--- src/hw/rtl/ivbs_pkg.sv ---
// types, constants and corner table shared by the box-sum volume block
`default_nettype none

package ivbs_pkg;

  localparam int unsigned EXT_W       = 6;
  localparam int unsigned COORD_W     = 5;
  localparam int unsigned LOW_W       = 6;
  localparam int unsigned IDX_W       = 15;
  localparam int unsigned DATA_W      = 32;
  localparam int unsigned WH_W        = 2 * EXT_W;
  localparam int unsigned LIN_W       = 18;
  localparam int unsigned REG_IDX_W   = 8;
  localparam int unsigned NUM_CORNERS = 8;
  localparam int unsigned CNT_W       = 3;

  localparam logic [CNT_W-1:0] CNT_LAST = CNT_W'(NUM_CORNERS - 1);

  localparam logic [REG_IDX_W-1:0] REG_VOLUME_WIDTH  = REG_IDX_W'(0);
  localparam logic [REG_IDX_W-1:0] REG_VOLUME_HEIGHT = REG_IDX_W'(1);
  localparam logic [REG_IDX_W-1:0] REG_VOLUME_LENGTH = REG_IDX_W'(2);

  localparam logic [EXT_W-1:0] EXT_RESET = EXT_W'(32);

  localparam logic OP_LOAD  = 1'b0;
  localparam logic OP_QUERY = 1'b1;

  typedef enum logic [1:0] {
    S_IDLE,
    S_READ,
    S_LAST,
    S_DONE
  } state_e;

  typedef struct packed {
    logic [EXT_W-1:0] w;
    logic [EXT_W-1:0] h;
    logic [EXT_W-1:0] l;
    logic [WH_W-1:0]  wh;
  } cfg_t;

  typedef struct packed {
    logic hi_x;
    logic hi_y;
    logic hi_z;
    logic neg;
  } corner_t;

  // inclusion-exclusion order of the eight corners
  function automatic corner_t corner_sel(input logic [CNT_W-1:0] k);
    corner_t c;
    unique case (k)
      3'd0: c = corner_t'(4'b1110);
      3'd1: c = corner_t'(4'b0010);
      3'd2: c = corner_t'(4'b0100);
      3'd3: c = corner_t'(4'b1000);
      3'd4: c = corner_t'(4'b1011);
      3'd5: c = corner_t'(4'b0111);
      3'd6: c = corner_t'(4'b1101);
      3'd7: c = corner_t'(4'b0001);
    endcase
    return c;
  endfunction

endpackage

`default_nettype wire

--- src/hw/rtl/ivbs_seq.sv ---
// query sequencer: range check, corner addressing, accumulation and result register
`default_nettype none

module ivbs_seq #(
  parameter int unsigned DEPTH  = 32768,
  parameter int unsigned ADDR_W = 15
) (
  input  logic                              clk_i,
  input  logic                              rst_ni,
  input  logic                              in_valid_i,
  output logic                              in_stall_o,
  input  logic                              op_i,
  input  logic [ivbs_pkg::IDX_W-1:0]        entry_index_i,
  input  logic signed [ivbs_pkg::DATA_W-1:0] entry_value_i,
  input  logic [ivbs_pkg::LOW_W-1:0]        x_low_i,
  input  logic [ivbs_pkg::LOW_W-1:0]        y_low_i,
  input  logic [ivbs_pkg::LOW_W-1:0]        z_low_i,
  input  logic [ivbs_pkg::COORD_W-1:0]      x_high_i,
  input  logic [ivbs_pkg::COORD_W-1:0]      y_high_i,
  input  logic [ivbs_pkg::COORD_W-1:0]      z_high_i,
  input  logic                              last_query_i,
  output logic                              out_valid_o,
  input  logic                              out_stall_i,
  output logic signed [ivbs_pkg::DATA_W-1:0] box_sum_o,
  output logic                              range_error_o,
  output logic                              last_result_o,
  input  ivbs_pkg::cfg_t                    cfg_i,
  output logic                              mem_we_o,
  output logic                              mem_re_o,
  output logic [ADDR_W-1:0]                 mem_addr_o,
  output logic [ivbs_pkg::DATA_W-1:0]       mem_wdata_o,
  input  logic [ivbs_pkg::DATA_W-1:0]       mem_rdata_i
);
  import ivbs_pkg::*;

  state_e state_q, state_d;
  logic [CNT_W-1:0]   cnt_q, cnt_d;
  logic [COORD_W-1:0] xh_q, yh_q, zh_q, xl1_q, yl1_q, zl1_q;
  logic               err_q, last_q;
  logic [DATA_W-1:0]  acc_q, acc_d;
  logic               rd_vld_q, rd_neg_q;
  logic               out_valid_q, out_err_q, out_last_q;
  logic [DATA_W-1:0]  out_sum_q;

  logic               in_acc, query_acc, bad, out_load;
  corner_t            cs;
  logic [COORD_W-1:0] cx, cy, cz;
  logic [LIN_W-1:0]   lin;

  assign in_stall_o = (state_q != S_IDLE);
  assign in_acc     = in_valid_i & ~in_stall_o;
  assign query_acc  = in_acc & (op_i == OP_QUERY);

  always_comb begin
    bad = (x_low_i == '0) | (y_low_i == '0) | (z_low_i == '0)
        | ({1'b0, x_high_i} < x_low_i) | ({1'b0, y_high_i} < y_low_i)
        | ({1'b0, z_high_i} < z_low_i)
        | ({1'b0, x_high_i} >= cfg_i.w) | ({1'b0, y_high_i} >= cfg_i.h)
        | ({1'b0, z_high_i} >= cfg_i.l);
  end

  // corner address x + y*W + z*W*H
  always_comb begin
    cs  = corner_sel(cnt_q);
    cx  = cs.hi_x ? xh_q : xl1_q;
    cy  = cs.hi_y ? yh_q : yl1_q;
    cz  = cs.hi_z ? zh_q : zl1_q;
    lin = LIN_W'(cx) + LIN_W'(cy) * LIN_W'(cfg_i.w) + LIN_W'(cz) * LIN_W'(cfg_i.wh);
  end

  assign mem_re_o    = (state_q == S_READ);
  assign mem_we_o    = in_acc & (op_i == OP_LOAD) & (32'(entry_index_i) < DEPTH);
  assign mem_addr_o  = mem_re_o ? ADDR_W'(lin) : ADDR_W'(entry_index_i);
  assign mem_wdata_o = entry_value_i;

  assign out_load = (state_q == S_DONE) & (~out_valid_q | ~out_stall_i);
  assign acc_d    = rd_neg_q ? (acc_q - mem_rdata_i) : (acc_q + mem_rdata_i);

  always_comb begin
    state_d = state_q;
    cnt_d   = cnt_q;
    unique case (state_q)
      S_IDLE: begin
        cnt_d = '0;
        if (query_acc) state_d = bad ? S_DONE : S_READ;
      end
      S_READ: begin
        cnt_d = cnt_q + 1'b1;
        if (cnt_q == CNT_LAST) state_d = S_LAST;
      end
      S_LAST: state_d = S_DONE;
      S_DONE: begin
        if (out_load) state_d = S_IDLE;
      end
      default: state_d = S_IDLE;
    endcase
  end

  always_ff @(posedge clk_i or negedge rst_ni) begin
    if (!rst_ni) begin
      state_q     <= S_IDLE;
      cnt_q       <= '0;
      rd_vld_q    <= 1'b0;
      out_valid_q <= 1'b0;
    end else begin
      state_q  <= state_d;
      cnt_q    <= cnt_d;
      rd_vld_q <= mem_re_o;
      if (out_load) out_valid_q <= 1'b1;
      else if (!out_stall_i) out_valid_q <= 1'b0;
    end
  end

  always_ff @(posedge clk_i) begin
    rd_neg_q <= cs.neg;
    if (query_acc) begin
      xh_q   <= x_high_i;
      yh_q   <= y_high_i;
      zh_q   <= z_high_i;
      xl1_q  <= COORD_W'(x_low_i - 1'b1);
      yl1_q  <= COORD_W'(y_low_i - 1'b1);
      zl1_q  <= COORD_W'(z_low_i - 1'b1);
      err_q  <= bad;
      last_q <= last_query_i;
      acc_q  <= '0;
    end else if (rd_vld_q) begin
      acc_q <= acc_d;
    end
    if (out_load) begin
      out_sum_q  <= acc_q;
      out_err_q  <= err_q;
      out_last_q <= last_q;
    end
  end

  assign out_valid_o   = out_valid_q;
  assign box_sum_o     = $signed(out_sum_q);
  assign range_error_o = out_err_q;
  assign last_result_o = out_last_q;

`ifndef SYNTH
  a_no_read_on_error: assert property (@(posedge clk_i) disable iff (!rst_ni)
    (state_q == S_READ || state_q == S_LAST) |-> !err_q)
    else $error("corner reads issued for an invalid box");

  a_eight_reads: assert property (@(posedge clk_i) disable iff (!rst_ni)
    (state_q == S_LAST) |-> ($past(state_q) == S_READ && $past(cnt_q) == CNT_LAST))
    else $error("read phase ended before all corners");

  a_result_from_done: assert property (@(posedge clk_i) disable iff (!rst_ni)
    $rose(out_valid_q) |-> $past(state_q) == S_DONE)
    else $error("result raised outside the done phase");

  a_write_port_free: assert property (@(posedge clk_i) disable iff (!rst_ni)
    mem_we_o |-> (!mem_re_o && !rd_vld_q))
    else $error("table write collides with a corner read");

  a_error_zero_sum: assert property (@(posedge clk_i) disable iff (!rst_ni)
    (out_valid_q && out_err_q) |-> out_sum_q == '0)
    else $error("invalid box gave a non-zero sum");
`endif

endmodule

`default_nettype wire

--- config.mk ---
export PLATFORM = sky130hd
export DESIGN_NAME = ivbs_seq
export DESIGN_NICKNAME = d
export VERILOG_FILES = /design/src/hw/rtl/ivbs_pkg.sv /design/src/hw/rtl/ivbs_seq.sv
export SDC_FILE = /design/constraint.sdc
export NUM_CORES = 1
export LEC_CHECK = 0
export BUFFER_PORTS_ARGS = -buffer_cell sky130_fd_sc_hd__buf_2
export CORE_MARGIN = 2
export CORE_UTILIZATION = 56
export CTS_CLUSTER_DIAMETER = 200
export DETAILED_ROUTE_END_ITERATION = 6
export PLACE_DENSITY = 0.92
export SLEW_MARGIN = 20
export SYNTH_ARGS = -nofsm -noshare
export SYNTH_HDL_FRONTEND = slang
export SYNTH_SLANG_ARGS = --single-unit
--- constraint.sdc ---
create_clock -name clk_i -period 7.65 [get_ports clk_i]
set_input_delay 0.3825 -clock clk_i [delete_from_list [all_inputs] [get_ports clk_i]]
set_output_delay 0.3825 -clock clk_i [all_outputs]
set_load 0.02 [all_outputs]
# [Yosys cells after proc, flatten, opt, wreduce, memory -nomap -nowiden]
# Memory sizes are Yosys's and may differ from the RTL's.
# Index checks and enable logic that the tools add are counted.
[word_totals] in_bits=148 romBits=32 regBits=106 wordCells=79 n_memories=1
[classes] n_reduce_logical=7 order_cmp=6 eq_ne=8 muxes=13 bitwise=17 addsub=8 multipliers=2
[memory_table] name="(name not given)" depth=8 word_bits=4 rd=1 rd_clocked_by_memory_dff=0 wr=0 line_no="ivbs_pkg.sv:52" source="unique case (k)"
[ops] op="32-bit adder" count=1
[ops] op="32-bit two-way mux" count=1
[ops] op="32-bit subtractor" count=1
[ops] op="5-bit by 6-bit greater-or-equal comparator with 1-bit output" count=3
[ops] op="6-bit logical NOT" count=3
[ops] op="5-bit by 6-bit < comparator with 1-bit output" count=3
[ops] op="12-bit by 15-bit adder with 15-bit output" count=1
[ops] op="5-bit by 12-bit multiplier with 15-bit output" count=1
[ops] op="15-bit two-way mux" count=1
[ops] op="5-bit two-way mux" count=3
[ops] op="5-bit by 1-bit subtractor with 5-bit output (second input constant)" count=3
[ops] op="5-bit by 11-bit adder with 12-bit output" count=1
[ops] op="5-bit by 6-bit multiplier with 11-bit output" count=1
[ops] op="1-bit bitwise OR" count=9
[ops] op="2-bit two-way mux" count=4
[ops] op="2-bit case mux with 4 select lines" count=1
[ops] op="3-bit case mux with 2 select lines" count=1
[ops] op="1-bit AND" count=4
[ops] op="2-bit == test (second input constant)" count=2
[ops] op="2-bit by 1-bit inequality test with 1-bit output (second input constant)" count=2
[ops] op="2-bit inequality test (second input constant)" count=2
[ops] op="1-bit inverter" count=4
[ops] op="2-bit nonzero test" count=2
[ops] op="3-bit by 1-bit adder with 3-bit output (second input constant)" count=1
[ops] op="5 further kinds" count=6

# [Logic depth before layout (Yosys ltp)]
[depth] ltp_word=12 mapped_depth=25 mapped_depth_nobuf=24

# [Worst setup path before layout]
# OpenSTA, ideal clock, no wires.
[synth_path] path_type="register to output" from="register cnt_q[1]" to="output mem_addr_o[14]" required_time_ps=7267 path_buffers=1 path_slack_ps=710 arrival_ps=6557 path_stages_with_launch=24 cell_sequence="dfrtp_1 > clkbuf_1 > inv_1 > ha_1 > o31ai_1 > mux2i_1 > nand2b_1 > fa_1 > fa_1 > inv_1 > fa_1 > fa_1 > inv_1 > fa_1 > inv_1 > ha_1 > nor2b_1 > o21ai_0 > a21oi_1 > o211ai_1 > a21oi_1 > o31ai_1 > xnor2_1 > a21oi_1"
[synth_between] elab_chain_cells=6 elab_cells_between_ends=9
[synth_lines] element="start: declaration" line_no="ivbs_seq.sv:37" source="logic [CNT_W-1:0] cnt_q, cnt_d;"
[synth_lines] element="start signal: assignment" line_no="ivbs_seq.sv:107" source="cnt_q <= cnt_d;"
[synth_lines] element="memory read 8 x 4 bit (*)"
[synth_lines] element="5-bit two-way mux" line_no="ivbs_seq.sv:66" source="cy = cs.hi_y ? yh_q : yl1_q;"
[synth_lines] element="5-bit by 6-bit multiplier with 11-bit output" line_no="ivbs_seq.sv:68" source="lin = LIN_W'(cx) + LIN_W'(cy) * LIN_W'(cfg_i.w) + LIN_W'(cz) * LIN_W'(cfg_i.wh);"
[synth_lines] element="5-bit by 11-bit adder with 12-bit output" line_no="ivbs_seq.sv:68"
[synth_lines] element="12-bit by 15-bit adder with 15-bit output (*)" line_no="ivbs_seq.sv:68"
[synth_lines] element="15-bit two-way mux (*)" line_no="ivbs_seq.sv:73" source="assign mem_addr_o = mem_re_o ? ADDR_W'(lin) : ADDR_W'(entry_index_i);"
[synth_lines] element="end: declaration" line_no="ivbs_seq.sv:30" source="output logic [ADDR_W-1:0] mem_addr_o,"
# Mark *: on every way between the ends. The rest lies on a longest branch, timed or not.

# [Final worst setup path]
# Ends and elaborated chain as after synthesis.

==> reports/results.txt <==
Post-synth top area cell = edfxtp_1
Crit path DAT = 7040 ps
CP Capture Point = mem_addr_o[14]
Tmin final = 7420 ps
CTS tree = built
Area of the die = 19600 um2
Placement Rows = 49
Worst reg-to-reg path cell count = 13
Largest net degree at the start of global routing = 54
DR DRC count = 11
Filler instances = 1339
Endpoint type of the worst setup path = output port
Critical path type = register to output port
CTS sink count = 106
First-pass GRT wire length = 41100 um
Starting Density = 0.573
Worst R2R Setup Slack = 4100 ps
Ranking of synthesized cells by area = edfxtp_1 19%, ha_1 14%, fa_1 12%
Pre-CTS WS = 169 ps
Skew-Pair Late Insertion Delay = 350 ps
Die X = 140 um
Net Count, Synth = 1465
Hold crit path type = input pin to register
I/O Buffers = 168
All-Layer GR Usage = 0.258
Via total after detailed routing = 8813
Clock-pin slew on the worst setup and hold paths = 70 ps
Yosys warns = 0
Final Slew Violations = 0
Worst hold stages = 1
Initial drt markers = 719
Fmax = 135 MHz
H-tree depth = 3
Final setup violation count = 0
Max Cap Viol = 0
Fin crit share = 0.970
FF+latch count, synth = 106
Final setup margin = 230 ps
Via density = 5.89
Worst r2r dst = acc_q[22]$_SDFFE_PP0P_
Die H = 140 um
Crit path from = cnt_q[1]$_DFFE_PN0P_
Nets = 1593
Clock buffer count from CTS = 9
Clock Skew = 10.6 ps
WL per Instance = 17.4 um
Sequential share of the synthesized area = 0.272
Layout area overhead = 12.1%
Post-Syn Area = 10400 um2
Slew @ Worst Pin = 928 ps
Vias in the first global route = 8729
CTS Root Cell = clkbuf_16
IO Pins = 233
Routability cong. = 0.911
Number of flops mapped to enable cells by yosys = 66
Failing checks = DRC
Post-synth ARST share = 0.0660
Total gr overflow = 0
CORE AREA = 18100 um2
Mapped Cells = 1134
Synth top area share = 0.191
Post-Route WL = 26000 um
Hold Vio Cnt, Final = 0
Clk buf depth = 2
Worst Setup Start Kind = register
Data required time of the worst path = 7270 ps
HPWL reported at the end of detailed placement = 20100 um
Max-slew headroom = 0.381
Status = finished with violations
TritonRoute pass-1 iters = 7
Antenna violations before repair = 1
Library cells used by synthesis = 67
Worst r2r src = rd_neg_q$_DFF_P_
Ys flop type = edfxtp_1
Layout cell share with drive strength beyond 1 = 0.180
Crit-path max FO = 9
DRT antenna net count = 0
Avg Inst Size Synth = 9.14 um2
critical path, cell delays in order, from the launching register on:
cell and delay (ps):
dfrtp_2 480, inv_1 90, ha_1 320, nand2b_1 200
o31ai_4 90, buf_12 180, mux2i_4 300, nand2b_1 180
fa_1 460, fa_1 550, inv_1 60, fa_1 500
fa_1 550, inv_1 50, fa_1 530, inv_1 40
ha_1 320, nor2b_1 140, o21ai_1 190, a21oi_1 160
o211ai_1 300, a21oi_1 160, o31ai_1 350, xnor2_1 120
a21oi_1 170, buf_2 190
registers in the layout, summed over array words and instances (netlist names), 3 cells and up:
name,count
acc_q,32
box_sum_o,32
xh_q,5
xl1_q,5
yh_q,5
yl1_q,5
zh_q,5
zl1_q,5
cnt_q,3
cell families (layout without fill, tap and decap cells):
group / after synthesis / in the layout / share of synthesized area
AOI/OAI and AO/OA: 198 / 198 / 0.124
xor gates and xnor gates: 67 / 67 / 0.0566
adders and majority gates: 183 / 183 / 0.266
buffers and inverters: 214 / 347 / 0.0892
DFF: 106 / 106 / 0.272
muxes: 39 / 39 / 0.0401
other: 0 / 1 / 0
and+or+nand+nor: 327 / 327 / 0.152
routing by layer:
layer / track usage / up-vias / part of all wire
met5: 0 / - / 0
met4: 0.113 / 0 / 0.048
met3: 0.0369 / 120 / 0.075
met2: 0.459 / 471 / 0.49
met1: 0.312 / 4140 / 0.38
li1: - / 4082 / -
layout by cell type, fill, tap and decap left out, types with 40 or more instances in the layout:
cell and instances:
buf_2 168, nand2_1 87, a21oi_1 58, edfxtp_1 66, nor2_1 87, nor3_1 40, inv_1 154, fa_1 63
ha_1 120, xnor2_1 55
synth_stat cells, types with 8 or more instances:
cell type  instances
a211oi_1          10
ha_1             120
nand2_1           87
xnor2_1           55
nand3_1           12
o21ai_0           34
mux2_2            20
a31oi_1            8
nor2b_1           26
nor3_1            40
and2_1            19
o21a_1             8
mux2i_1           19
inv_1            154
buf_4             32
dfxtp_1           33
nor2_1            87
clkbuf_1          21
xor2_1            12
fa_1              63
a21o_1            28
nand2b_1          14
a21oi_1           58
and3_1            13
edfxtp_1          66
stage by stage:
| step | util | cell area (um2) | setup TNS, ps | hold slack (ps) | std cells |
|---|---|---|---|---|---|
| 2_1_floorplan | - | 10400 | 0 | 86.9 | 1134 |
| 3_3_place_gp | 0.619 | 11200 | 0 | 226 | 1477 |
| 3_5_place_dp | 0.619 | 11200 | 0 | 233 | 1477 |
| 4_1_cts | 0.636 | 11500 | 0 | 209 | 1494 |
| 5_1_grt | 0.643 | 11600 | -17.8 | 210 | 1497 |
| 6_report | 0.643 | 11600 | 0 | 215 | 1497 |
worst min-delay path by stage:
stage	start	end
6_report	last_query_i	last_q$_DFFE_PP_
5_1_grt	last_query_i	last_q$_DFFE_PP_
4_1_cts	last_query_i	last_q$_DFFE_PP_
3_5_place_dp	rst_ni	out_valid_o$_DFFE_PN0P_
3_3_place_gp	rst_ni	out_valid_o$_DFFE_PN0P_
2_1_floorplan	rst_ni	cnt_q[0]$_DFFE_PN0P_
layout make-up:
type	instances	area, um2	share of cell area
sequential	106	2820	0.243
multi-input combinational	814	6710	0.578
antenna	1	2.50	0.000215
clock inverter	7	60.1	0.00517
inverter	156	586	0.0504
timing repair buffer	175	928	0.0799
clock buffer	9	225	0.0194
tap	229	287	0.0247
what timing repair did:
item / in CTS / in global routing
resized for setup: 1 / 13
gates cloned: 0 / 0
setup endpoints to repair: 5 / 5
hold endpoints to repair: 7 / 0
hold buffers: 1 / 0
buffers inserted: 0 / 1
pin swaps: 0 / 1
Power is not shown: default switching activity piles up to over one toggle a cycle in this logic, so the estimate is an artifact.
