===== src/hw/rtl/ivbs_pkg.sv =====
// types, constants and corner table shared by the box-sum volume block
`default_nettype none

package ivbs_pkg;

  localparam int unsigned EXT_W       = 6;
  localparam int unsigned COORD_W     = 5;
  localparam int unsigned LOW_W       = 6;
  localparam int unsigned IDX_W       = 15;
  localparam int unsigned DATA_W      = 32;
  localparam int unsigned WH_W        = 2 * EXT_W;
  localparam int unsigned LIN_W       = 18;
  localparam int unsigned REG_IDX_W   = 8;
  localparam int unsigned NUM_CORNERS = 8;
  localparam int unsigned CNT_W       = 3;

  localparam logic [CNT_W-1:0] CNT_LAST = CNT_W'(NUM_CORNERS - 1);

  localparam logic [REG_IDX_W-1:0] REG_VOLUME_WIDTH  = REG_IDX_W'(0);
  localparam logic [REG_IDX_W-1:0] REG_VOLUME_HEIGHT = REG_IDX_W'(1);
  localparam logic [REG_IDX_W-1:0] REG_VOLUME_LENGTH = REG_IDX_W'(2);

  localparam logic [EXT_W-1:0] EXT_RESET = EXT_W'(32);

  localparam logic OP_LOAD  = 1'b0;
  localparam logic OP_QUERY = 1'b1;

  typedef enum logic [1:0] {
    S_IDLE,
    S_READ,
    S_LAST,
    S_DONE
  } state_e;

  typedef struct packed {
    logic [EXT_W-1:0] w;
    logic [EXT_W-1:0] h;
    logic [EXT_W-1:0] l;
    logic [WH_W-1:0]  wh;
  } cfg_t;

  typedef struct packed {
    logic hi_x;
    logic hi_y;
    logic hi_z;
    logic neg;
  } corner_t;

  // inclusion-exclusion order of the eight corners
  function automatic corner_t corner_sel(input logic [CNT_W-1:0] k);
    corner_t c;
    unique case (k)
      3'd0: c = corner_t'(4'b1110);
      3'd1: c = corner_t'(4'b0010);
      3'd2: c = corner_t'(4'b0100);
      3'd3: c = corner_t'(4'b1000);
      3'd4: c = corner_t'(4'b1011);
      3'd5: c = corner_t'(4'b0111);
      3'd6: c = corner_t'(4'b1101);
      3'd7: c = corner_t'(4'b0001);
    endcase
    return c;
  endfunction

endpackage

`default_nettype wire


===== src/hw/rtl/ivbs_cfg.sv =====
// volume extent registers and the precomputed plane size
`default_nettype none

module ivbs_cfg #(
  parameter int unsigned MAX_WIDTH  = 32,
  parameter int unsigned MAX_HEIGHT = 32,
  parameter int unsigned MAX_LENGTH = 32
) (
  input  logic                             clk_i,
  input  logic                             rst_ni,
  input  logic                             cfg_valid_i,
  output logic                             cfg_ready_o,
  input  logic [ivbs_pkg::REG_IDX_W-1:0]   cfg_index_i,
  input  logic [ivbs_pkg::EXT_W-1:0]       cfg_data_i,
  output ivbs_pkg::cfg_t                   cfg_o
);
  import ivbs_pkg::*;

  function automatic logic [EXT_W-1:0] clamp_ext(input logic [EXT_W-1:0] v,
                                                 input int unsigned maxv);
    logic [EXT_W-1:0] r;
    if (32'(v) > maxv) r = EXT_W'(maxv);
    else r = v;
    return r;
  endfunction

  localparam logic [EXT_W-1:0] W_RST  = clamp_ext(EXT_RESET, MAX_WIDTH);
  localparam logic [EXT_W-1:0] H_RST  = clamp_ext(EXT_RESET, MAX_HEIGHT);
  localparam logic [EXT_W-1:0] L_RST  = clamp_ext(EXT_RESET, MAX_LENGTH);
  localparam logic [WH_W-1:0]  WH_RST = WH_W'(32'(W_RST) * 32'(H_RST));

  logic [EXT_W-1:0] w_q, w_d, h_q, h_d, l_q, l_d;
  logic [WH_W-1:0]  wh_q, wh_d;

  assign cfg_ready_o = 1'b1;

  always_comb begin
    w_d  = w_q;
    h_d  = h_q;
    l_d  = l_q;
    wh_d = {{EXT_W{1'b0}}, w_q} * {{EXT_W{1'b0}}, h_q};
    if (cfg_valid_i) begin
      unique case (cfg_index_i)
        REG_VOLUME_WIDTH:  w_d = clamp_ext(cfg_data_i, MAX_WIDTH);
        REG_VOLUME_HEIGHT: h_d = clamp_ext(cfg_data_i, MAX_HEIGHT);
        REG_VOLUME_LENGTH: l_d = clamp_ext(cfg_data_i, MAX_LENGTH);
        default: ;
      endcase
    end
  end

  always_ff @(posedge clk_i or negedge rst_ni) begin
    if (!rst_ni) begin
      w_q  <= W_RST;
      h_q  <= H_RST;
      l_q  <= L_RST;
      wh_q <= WH_RST;
    end else begin
      w_q  <= w_d;
      h_q  <= h_d;
      l_q  <= l_d;
      wh_q <= wh_d;
    end
  end

  assign cfg_o.w  = w_q;
  assign cfg_o.h  = h_q;
  assign cfg_o.l  = l_q;
  assign cfg_o.wh = wh_q;

endmodule

`default_nettype wire


===== config.mk =====
export PLATFORM = sky130hd
export DESIGN_NAME = ivbs_cfg
export DESIGN_NICKNAME = d
export VERILOG_FILES = /design/src/hw/rtl/ivbs_pkg.sv /design/src/hw/rtl/ivbs_cfg.sv
export SDC_FILE = /design/constraint.sdc
export NUM_CORES = 1
export LEC_CHECK = 0
export BUFFER_PORTS_ARGS = -buffer_cell sky130_fd_sc_hd__buf_2
export CAP_MARGIN = 10
export CORE_MARGIN = 8
export CORE_UTILIZATION = 54
export DETAILED_ROUTE_END_ITERATION = 7
export GPL_TIMING_DRIVEN = 0
export PLACE_DENSITY_LB_ADDON = 0.08
export SLEW_MARGIN = 10
export SYNTH_ARGS = -nofsm -noshare
export SYNTH_HDL_FRONTEND = slang
export SYNTH_SLANG_ARGS = --single-unit

===== constraint.sdc =====
create_clock -name clk_i -period 3.7 [get_ports clk_i]
set_input_delay 0.185 -clock clk_i [delete_from_list [all_inputs] [get_ports clk_i]]
set_output_delay 0.185 -clock clk_i [all_outputs]
set_load 0.005 [all_outputs]

-- Word level (Yosys, flattened, before mapping)
Cells that the tools add are included.
W data, S select, Z words.
- register bits: 30
- input bits: 17
- output and inout port bits: 31
- $mul: 1
- magnitude comparators: 1
- eq/ne operators: 2
- multiplexer cells: 1
- reduce and logical (&&, ||, !) cells: 4
- operators by type and width (cell ; number):
    $mul A6 B6 Y12 ; 1
    $eq A8 B1 Y1 const B ; 1
    $eq A8 B2 Y1 const B ; 1
    $logic_not A8 Y1 ; 1
    $gt A6 B6 Y1 const B ; 1
    $mux W6 ; 1
    $reduce_and A2 Y1 ; 3

-- Depth between registers and ports, before layout
Gate-level depths: netlist of run 1.
- depth after elaboration: 2
- gate-level depth with buffers: 12

-- Worst setup path after synthesis of run 1
Ideal clock, no wire load.
- path kind: flip-flop to flip-flop
- from: reg h_q[5]
- to: reg wh_q[9]
- arrival: 3216 ps
- slack: 354 ps
- stages on the path, launching flop included: 11
- period minus slack after synthesis: 3346 ps
- cells stage by stage: dfstp_2 -> nand2_1 -> fa_1 -> fa_1 -> fa_1 -> inv_1 -> ha_1 -> a21o_1 -> a21oi_1 -> o21ai_0 -> xor2_1
- word-level cells in the longest chain between the ends: 1
- RTL lines (what ; line ; text):
    start: declaration ; ivbs_cfg.sv:32 ; logic [EXT_W-1:0] w_q, w_d, h_q, h_d, l_q, l_d;
    start signal: assignment ; ivbs_cfg.sv:55 ; h_q <= H_RST;
    start signal: assignment ; ivbs_cfg.sv:60 ; h_q <= h_d;
    $mul A6 B6 Y12 ; ivbs_cfg.sv:41 ; wh_d = {{EXT_W{1'b0}}, w_q} * {{EXT_W{1'b0}}, h_q};
    via wh_d[9] ; ivbs_cfg.sv:33 ; logic [WH_W-1:0] wh_q, wh_d;
    end signal: assignment ; ivbs_cfg.sv:62 ; wh_q <= wh_d;
    end: declaration ; ivbs_cfg.sv:33 ;
The timed path passes the listed nets, and every way through them passes these cells.
A chain may end at the register's enable or synchronous reset.

-- Worst setup path in the final report of run 1
- from: reg w_q[3]
- to: reg wh_q[9]
- word-level cells in the longest chain between the ends: 1
- RTL lines (what ; line ; text):
    start: declaration ; ivbs_cfg.sv:32 ;
    start signal: assignment ; ivbs_cfg.sv:59 ; w_q <= w_d;
    $mul A6 B6 Y12 ; ivbs_cfg.sv:41 ;
    via wh_d[9] ; ivbs_cfg.sv:33 ;
The timed path passes the listed nets, and every way through them passes these cells.

==> results of run 1 <==
==> worst max-delay path, stage by stage, from the launching register on <==
cell and delay (ns):
dfrtp_1 0.47, and2_1 0.22, fa_1 0.54, inv_1 0.05, fa_1 0.47, fa_1 0.55, inv_1 0.04, ha_1 0.33
a21o_1 0.18, a21oi_2 0.21, o21ai_0 0.15, xor2_1 0.17
==> flip-flops by register name, indices dropped and copies added, names as in the netlist <==
register / cells
h_q: 6
l_q: 6
w_q: 6
wh_q: 12
==> synth_stat cells (all sizes together), types with 2 or more instances <==
cell,instances,area share (%)
o21ai,2,0.47
fa,17,16
dfrtp,26,30
mux2,18,9.5
nand4b,2,1.4
inv,18,3.2
nor3,4,1.7
xnor2,3,1.2
dfstp,4,4.9
and2,24,7.0
ha,20,12
nand2,17,3.1
a21o,2,0.70
xor2,3,1.2
a21oi,5,1.2
nor2b,6,1.8
==> what timing repair did <==
action,CTS,global route
resized for setup,0,1
endpoints found under the hold margin,26,0
setup endpoints to repair,0,2
hold buffers,1,0
==> report_power, final <==
part           switching (uW)  leakage (uW)  internal, uW
logic                    22.0       0.00105          20.8
registers                9.10      0.000403           336
clock network             127     0.0000514           201
total                     158       0.00150           557
==> cell type report <==
cell class,count,area [sq um]
multi-input combinational,133,1310
tap,50,62.6
inverter,18,67.6
timing repair buffer,47,240
fill,320,1360
buffer,1,7.51
sequential,30,756
clock buffer,6,72.6
clock inverter,2,37.5
==> metrics by stage <==
stage	hold WS, ns	utilization, %	instances
CTS	0.255	65.2	287
global placement	0.247	62.1	278
detailed placement	0.255	62.1	278
floorplan	-0.111	-	182
global route	0.276	65.3	287
finish	0.259	65.3	287
==> path summary, 6_finish.rpt <==
check | start | end | slack [ns] | depth (start not counted)
max | w_q[3]$_DFFE_PN0P_ | wh_q[9]$_DFF_PN0_ | 0.21 | 11
min | cfg_data_i[5] | h_q[5]$_DFFE_PN1P_ | 0.26 | 2
max reg2reg | w_q[3]$_DFFE_PN0P_ | wh_q[9]$_DFF_PN0_ | 0.21 | 11
min reg2reg | l_q[2]$_DFFE_PN0P_ | l_q[2]$_DFFE_PN0P_ | 0.50 | 1
max in group asynchronous | rst_ni | h_q[2]$_DFFE_PN0P_ | 2.82 | 2
min in group asynchronous | rst_ni | wh_q[9]$_DFF_PN0_ | 0.45 | 2
==> layer usage <==
layer	vias to the layer above	global-route usage (%)
met2	42	27.4
met4	0	5.93
met5	-	0
met3	7	5.42
met1	743	15.0
li1	710	-
==> logic make-up (layout without fill, tap and decap cells) <==
kind of cell | after synthesis | after routing
flip-flops | 30 | 30
multiplexers | 19 | 19
adder cells (fa/ha/maj) | 37 | 37
buffers and inverters | 19 | 74
AND/OR/NAND/NOR | 56 | 56
other | 1 | 1
AO/OA/AOI/OAI | 14 | 14
XOR/XNOR | 6 | 6
==> out/metrics.csv, run 1 <==
metric;value;unit
synth_edf_count;0;
p_leak;0.00150;uW
synthCells;182;
htreeDepth;2;
grt_first_pass_wirelength;7360;um
layout_commonest_cell;buf_2;
post_drt_wl_per_cell;14.8;um
design.portCount;48;
final_cell_mix;46 x buf_2, 26 x dfrtp_1, 24 x and2_1;
place.gp.congestion;0.867;
start_kind;flip-flop;
syn_to_final_growth;19.5;%
clock-sinks;30;
drtIter0Drc;8;
port_buffers;46;
finalInstanceArea;2550;sq um
vias;1502;
initial_core_util;54.6;%
synth_fp_nets;236;
rsz0062_at_grt;false;
wirelength;4260;um
synth-seq-area-share;35.3;%
synth.avg_cell_area;11.7;sq um
synth_top_family_by_area;adder cells;
dp_hpwl;3500;um
crit_fanout;8;
yosys.area_share.adder;27.6;%
gr-total-overflow;0;
dp_slack;0.117;ns
fin_crit;3.49;ns
syn_area;2140;sq um
arrival;3.66;ns
hold_violations;0;
grt_pass1_vias;1681;
synthXorXnorAreaFrac;2.46;%
synth_cell_types;31;
fmax;0.286;GHz
grt.total_usage;15.0;%
nets;290;
top_layer;met4;
min_period_over_period;94.4;%
clk_pin_slew;0.07;ns
num_antenna_cells;0;
die_y;78.9;um
synthArstFlopShare;100;%
grt_antenna_before_repair;0;
cts_root_buf;clkbuf_8;
powerDensity;280;nW/um^2
worstSkewPairLatency;0.29;ns
setup_violations;0;
placed_area;2430;sq um
wl_met2;2310;um
maxCapViolations;0;
clockBufferDepth;2;
wl_met1;1640;um
grt_max_degree;31;
outcome;finished clean;
power;715;uW
synth-seq-cells;30;
peakVddDrop;262;uV
via_per_inst;5.23;
tritoncts;yes;
rows;23;
drc;0;
firstDrtPassIters;4;
synth_warnings;0;
synth_compound_gate_area_share;4.15;%
met3_length;255;um
synth_ff_type;dfrtp_1;
fp.dieW;78.9;um
synth-simple-area-share;16.8;%
skew;0.00793;ns
crit_path_end_kind;flip-flop;
dieArea;6230;sq um
worstSetupPathType;reg -> reg;
drive_above_1_share;34.6;%
required;3.87;ns
setup_ws;0.206;ns
slew_headroom;56.7;%
setup_tns;0;ns
numCtsBuffers;5;
synth_mux_area_share;9.95;%
cts_setup_buffers;0;
postRouteAntennaNets;0;
min_path_type;in -> reg;
core-area;3910;sq um
worstMarginPinSlew;0.649;ns
maxSlewViolCount;0;
(Power assumes the default switching activity.)
==> run 2: changes to the inputs <==
Settings changed: CELL_PAD_IN_SITES_DETAIL_PLACEMENT set to 1, CELL_PAD_IN_SITES_GLOBAL_PLACEMENT set to 1, CORE_MARGIN 8 to 2, CORE_UTILIZATION 54 to 43.
==> out/metrics.csv, run 2 (synthesized netlist as in run 1, its figures left out) <==
metric;value;unit;change
multi_input_area;1320;sq um;+0.95%
fin_crit;3.49;ns;-0.00527 ns
syn_to_final_growth;20.4;%;
clk_pin_slew;0.07;ns;about the same
worstSetupPathType;reg -> reg;;
p_leak;0.00150;uW;-0.13%
die_y;74.5;um;-5.6%
worstMarginPinSlew;0.690;ns;+0.0414 ns
skew;0.00440;ns;-0.00353 ns
peakVddDrop;163;uV;-38%
grt_first_pass_wirelength;7940;um;+7.9%
rows;25;;+8.7%
dieArea;5550;sq um;-11%
firstDrtPassIters;3;;-1
via_per_inst;4.94;;-5.5%
outcome;finished clean;;
fp.dieW;74.5;um;-5.6%
powerDensity;263;nW/um^2;-6.1%
maxSlewViolCount;0;;unchanged
crit_path_end_kind;flip-flop;;
post_drt_wl_per_cell;15.4;um;+4.1%
setup_violations;0;;unchanged
cts_root_buf;clkbuf_8;;
fill_cells;530;;+66%
worstHoldStart;cfg_data_i[5];;
setup_tns;0;ns;unchanged
arrival;3.71;ns;+0.05 ns
required;3.92;ns;+0.05 ns
dp_hpwl;3660;um;+4.5%
top_register;wh_q;;
clockBufferDepth;2;;unchanged
num_antenna_cells;0;;unchanged
gr-total-overflow;0;;unchanged
postRouteAntennaNets;0;;unchanged
hold_violations;0;;unchanged
final_cell_mix;46 x buf_2, 26 x dfrtp_1, 24 x and2_1;;
nets;290;;unchanged
drive_above_1_share;35.4;%;+0.84 points
min_period_over_period;94.3;%;-0.14 points
drc;0;;unchanged
htreeDepth;2;;unchanged
grt_pass1_vias;1628;;-3.2%
crit_start;w_q[3]$_DFFE_PN0P_;;
start_kind;flip-flop;;
regArea;756;sq um;unchanged
design.portCount;48;;unchanged
crit_fanout;8;;unchanged
clock-sinks;30;;unchanged
tritoncts;yes;;
largest_reg_flops;12;;unchanged
numCtsBuffers;5;;unchanged
layout_commonest_cell;buf_2;;
grt_antenna_before_repair;0;;unchanged
drtIter0Drc;22;;+14
vias;1503;;+0.067%
grt.total_usage;19.5;%;+4.5 points
grt_max_degree;31;;unchanged
worstSkewPairLatency;0.29;ns;about the same
timing.rr.start;w_q[3]$_DFFE_PN0P_;;
core-area;4750;sq um;+21%
final_util;54.1;%;-11 points
place.gp.congestion;0.759;;-12%
initial_core_util;45.0;%;-9.7 points
wirelength;4690;um;+10%
slew_headroom;54.0;%;-2.8 points
maxCapViolations;0;;unchanged
rsz0062_at_grt;false;;
fmax;0.287;GHz;+0.15%
port_buffers;46;;unchanged
min_path_type;in -> reg;;
cts_setup_buffers;0;;unchanged
## run 2: cell types whose count changed in the layout (fill, tap and decap cells not counted), sizes merged
cell	before	now
clkinv	0	1
bufinv	1	0
## run 2: worst max-delay path, cell delays in order (launching register included)
cell and delay (ns):
dfrtp_1 0.47, and2_1 0.22, fa_1 0.54, inv_1 0.05, fa_1 0.46, fa_1 0.54, inv_1 0.04, ha_1 0.34
a21o_1 0.18, a21oi_4 0.08, o31ai_1 0.32, xor2_1 0.17
## run 2: final timing paths
kind / to / slack, ns / cells past startpoint
max: wh_q[11]$_DFF_PN0_ / 0.21 / 11
min: w_q[5]$_DFFE_PN1P_ / 0.24 / 2
max reg2reg: wh_q[11]$_DFF_PN0_ / 0.21 / 11
min reg2reg: l_q[0]$_DFFE_PN0P_ / 0.50 / 1
max in group asynchronous: w_q[2]$_DFFE_PN0P_ / 2.78 / 2
min in group asynchronous: wh_q[9]$_DFF_PN0_ / 0.47 / 2
## run 2: final cells by class
type | instances | share of cell area (%)
clock inverters | 2 | 0.486
clock buffers | 6 | 3.21
plain buffers | 1 | 0.292
flip-flops and latches | 30 | 29.4
well taps | 67 | 3.26
repair buffers | 47 | 9.33
inverters | 18 | 2.63
multi-input cells | 133 | 51.4
## run 2: power breakdown
| part | switching (uW) | internal [uW] | total, uW |
|---|---|---|---|
| registers | 9.79 | 336 | 346 |
| logic | 22.4 | 20.9 | 43.3 |
| clock network | 138 | 149 | 288 |
| total | 170 | 506 | 677 |
## run 2: what timing repair did
item                                    CTS  global route
hold buffers                              1             0
gates resized for setup                   0             4
endpoints found under the setup margin    0             3
endpoints found under the hold margin    26             0
## run 2: per-layer routing
metal,track usage (%),vias up,part of all wire [%]
met5,0,-,0
met4,7.94,0,2.2
met3,4.20,10,3.4
met2,32.0,31,52
met1,25.0,752,42
li1,-,710,-
## run 2: through the flow
stage          instances  cell area, sq um  total power [uW]  setup slack [ns]  hold WS, ns
5_1_grt              304              2570               704           0.00431        0.263
4_1_cts              304              2560               686            0.0561        0.239
2_1_floorplan        182              2140               364             0.354       -0.111
6_report             304              2570               677             0.211        0.241
3_3_place_gp         295              2450               392             0.143        0.244
3_5_place_dp         295              2450               396            0.0788        0.268
==> run 3: changes to the inputs <==
==> constraint.sdc (replaced) <==
create_clock -name clk_i -period 3.7 [get_ports clk_i]
set_input_delay 0.555 -clock clk_i [delete_from_list [all_inputs] [get_ports clk_i]]
set_output_delay 0.555 -clock clk_i [all_outputs]
set_load 0.005 [all_outputs]
==> out/metrics.csv, run 3 (synthesized netlist as in run 1, its figures left out) <==
metric;value;unit;change
outcome;finished clean;;
hold_buffers;0;;-1
min_period_over_period;94.3;%;about the same
maxSlewViolCount;0;;unchanged
slew_headroom;54.0;%;about the same
setup_tns;0;ns;unchanged
worstSetupPathType;reg -> reg;;
tritoncts;yes;;
fp.dieW;74.5;um;unchanged
grt_max_degree;31;;unchanged
drtIter0Drc;21;;-4.5%
crit_start;w_q[3]$_DFFE_PN0P_;;
place.gp.congestion;0.759;;unchanged
vias;1506;;+0.20%
nets;289;;-0.34%
rsz0062_at_grt;false;;
top_register;wh_q;;
fmax;0.287;GHz;about the same
port_buffers;46;;unchanged
initial_core_util;45.0;%;unchanged
min_path_type;in -> async;;
final_util;53.9;%;-0.21 points
fill_cells;531;;+0.19%
powerDensity;263;nW/um^2;+0.18%
setup_violations;0;;unchanged
grt_pass1_vias;1627;;-0.061%
wirelength;4670;um;-0.38%
postRouteAntennaNets;0;;unchanged
grt.total_usage;19.4;%;-0.091 points
htreeDepth;2;;unchanged
syn_to_final_growth;19.9;%;
via_per_inst;4.97;;+0.53%
grt_antenna_before_repair;0;;unchanged
clock-sinks;30;;unchanged
clk_pin_slew;0.07;ns;about the same
design.portCount;48;;unchanged
p_leak;0.00150;uW;-0.28%
regArea;756;sq um;unchanged
final_cell_mix;46 x buf_2, 26 x dfrtp_1, 24 x and2_1;;
hold_violations;0;;unchanged
peakVddDrop;163;uV;unchanged
skew;0.00440;ns;+0.000000140 ns
drive_above_1_share;35.6;%;+0.15 points
worstMarginPinSlew;0.690;ns;-0.000142 ns
num_antenna_cells;0;;unchanged
dieArea;5550;sq um;unchanged
crit_path_end_kind;flip-flop;;
arrival;3.71;ns;about the same
start_kind;flip-flop;;
clockBufferDepth;2;;unchanged
firstDrtPassIters;3;;unchanged
grt_first_pass_wirelength;7910;um;-0.34%
largest_reg_flops;12;;unchanged
post_drt_wl_per_cell;15.4;um;about the same
worstSkewPairLatency;0.29;ns;about the same
gr-total-overflow;0;;unchanged
cts_root_buf;clkbuf_8;;
die_y;74.5;um;unchanged
fin_crit;3.49;ns;+0.000450 ns
layout_commonest_cell;buf_2;;
required;3.92;ns;about the same
dp_hpwl;3660;um;unchanged
numCtsBuffers;5;;unchanged
core-area;4750;sq um;unchanged
crit_fanout;8;;unchanged
maxCapViolations;0;;unchanged
rows;25;;unchanged
drc;0;;unchanged
multi_input_area;1320;sq um;unchanged
timing.rr.start;w_q[3]$_DFFE_PN0P_;;
[run 3: layout make-up]
class                   count  area share [%]
clock buffers               6            3.22
plain buffers               1           0.293
clock inverters             2           0.488
flip-flops and latches     30            29.5
inverters                  18            2.64
multi-input cells         133            51.6
well taps                  67            3.27
repair buffers             46            8.98
[run 3: final timing paths]
path / endpoint / slack, ns / depth (start not counted)
setup / recovery: wh_q[11]$_DFF_PN0_ / 0.21 / 11
hold / removal: wh_q[9]$_DFF_PN0_ / 0.30 / 1
setup reg to reg: wh_q[11]$_DFF_PN0_ / 0.21 / 11
hold reg to reg: l_q[0]$_DFFE_PN0P_ / 0.50 / 1
max in group asynchronous: w_q[2]$_DFFE_PN0P_ / 2.95 / 1
min in group clk_i: l_q[0]$_DFFE_PN0P_ / 0.50 / 1
[run 3: power breakdown]
group	internal (uW)	switching [uW]	leakage, uW	total, uW
sequential	336	9.81	0.000403	346
combinational	20.2	22.3	0.00105	42.5
clock	149	138	0.0000472	287
total	506	170	0.00150	675
[run 3: per-layer routing]
layer	GRT usage, %	vias up	wire, um
met4	7.94	0	102
met5	0	-	0
met1	25.0	756	1960
li1	-	707	-
met3	4.20	10	160
met2	31.7	33	2450
[run 3: what timing repair did]
item	CTS	global route
endpoints found under the setup margin	0	3
endpoints found under the hold margin	0	0
gates resized for setup	0	4
setup buffers	0	0
[run 3: per-stage QoR]
stage               total power, uW  instances  worst slack [ns]  area (sq um)  hold slack, ns
floorplan                       364        182             0.354          2140           0.259
global placement                392        295             0.143          2450           0.485
detailed placement              396        295            0.0788          2450           0.491
CTS                             686        303            0.0561          2550           0.322
global route                    702        303           0.00431          2560           0.339
finish                          675        303             0.211          2560           0.303
[run 3: critical path, cell delays in order (launching register included)]
cell	delay, ns
dfrtp_1	0.47
and2_1	0.22
fa_1	0.54
inv_1	0.05
fa_1	0.46
fa_1	0.54
inv_1	0.04
ha_1	0.34
a21o_1	0.18
a21oi_4	0.08
o31ai_1	0.32
xor2_1	0.17
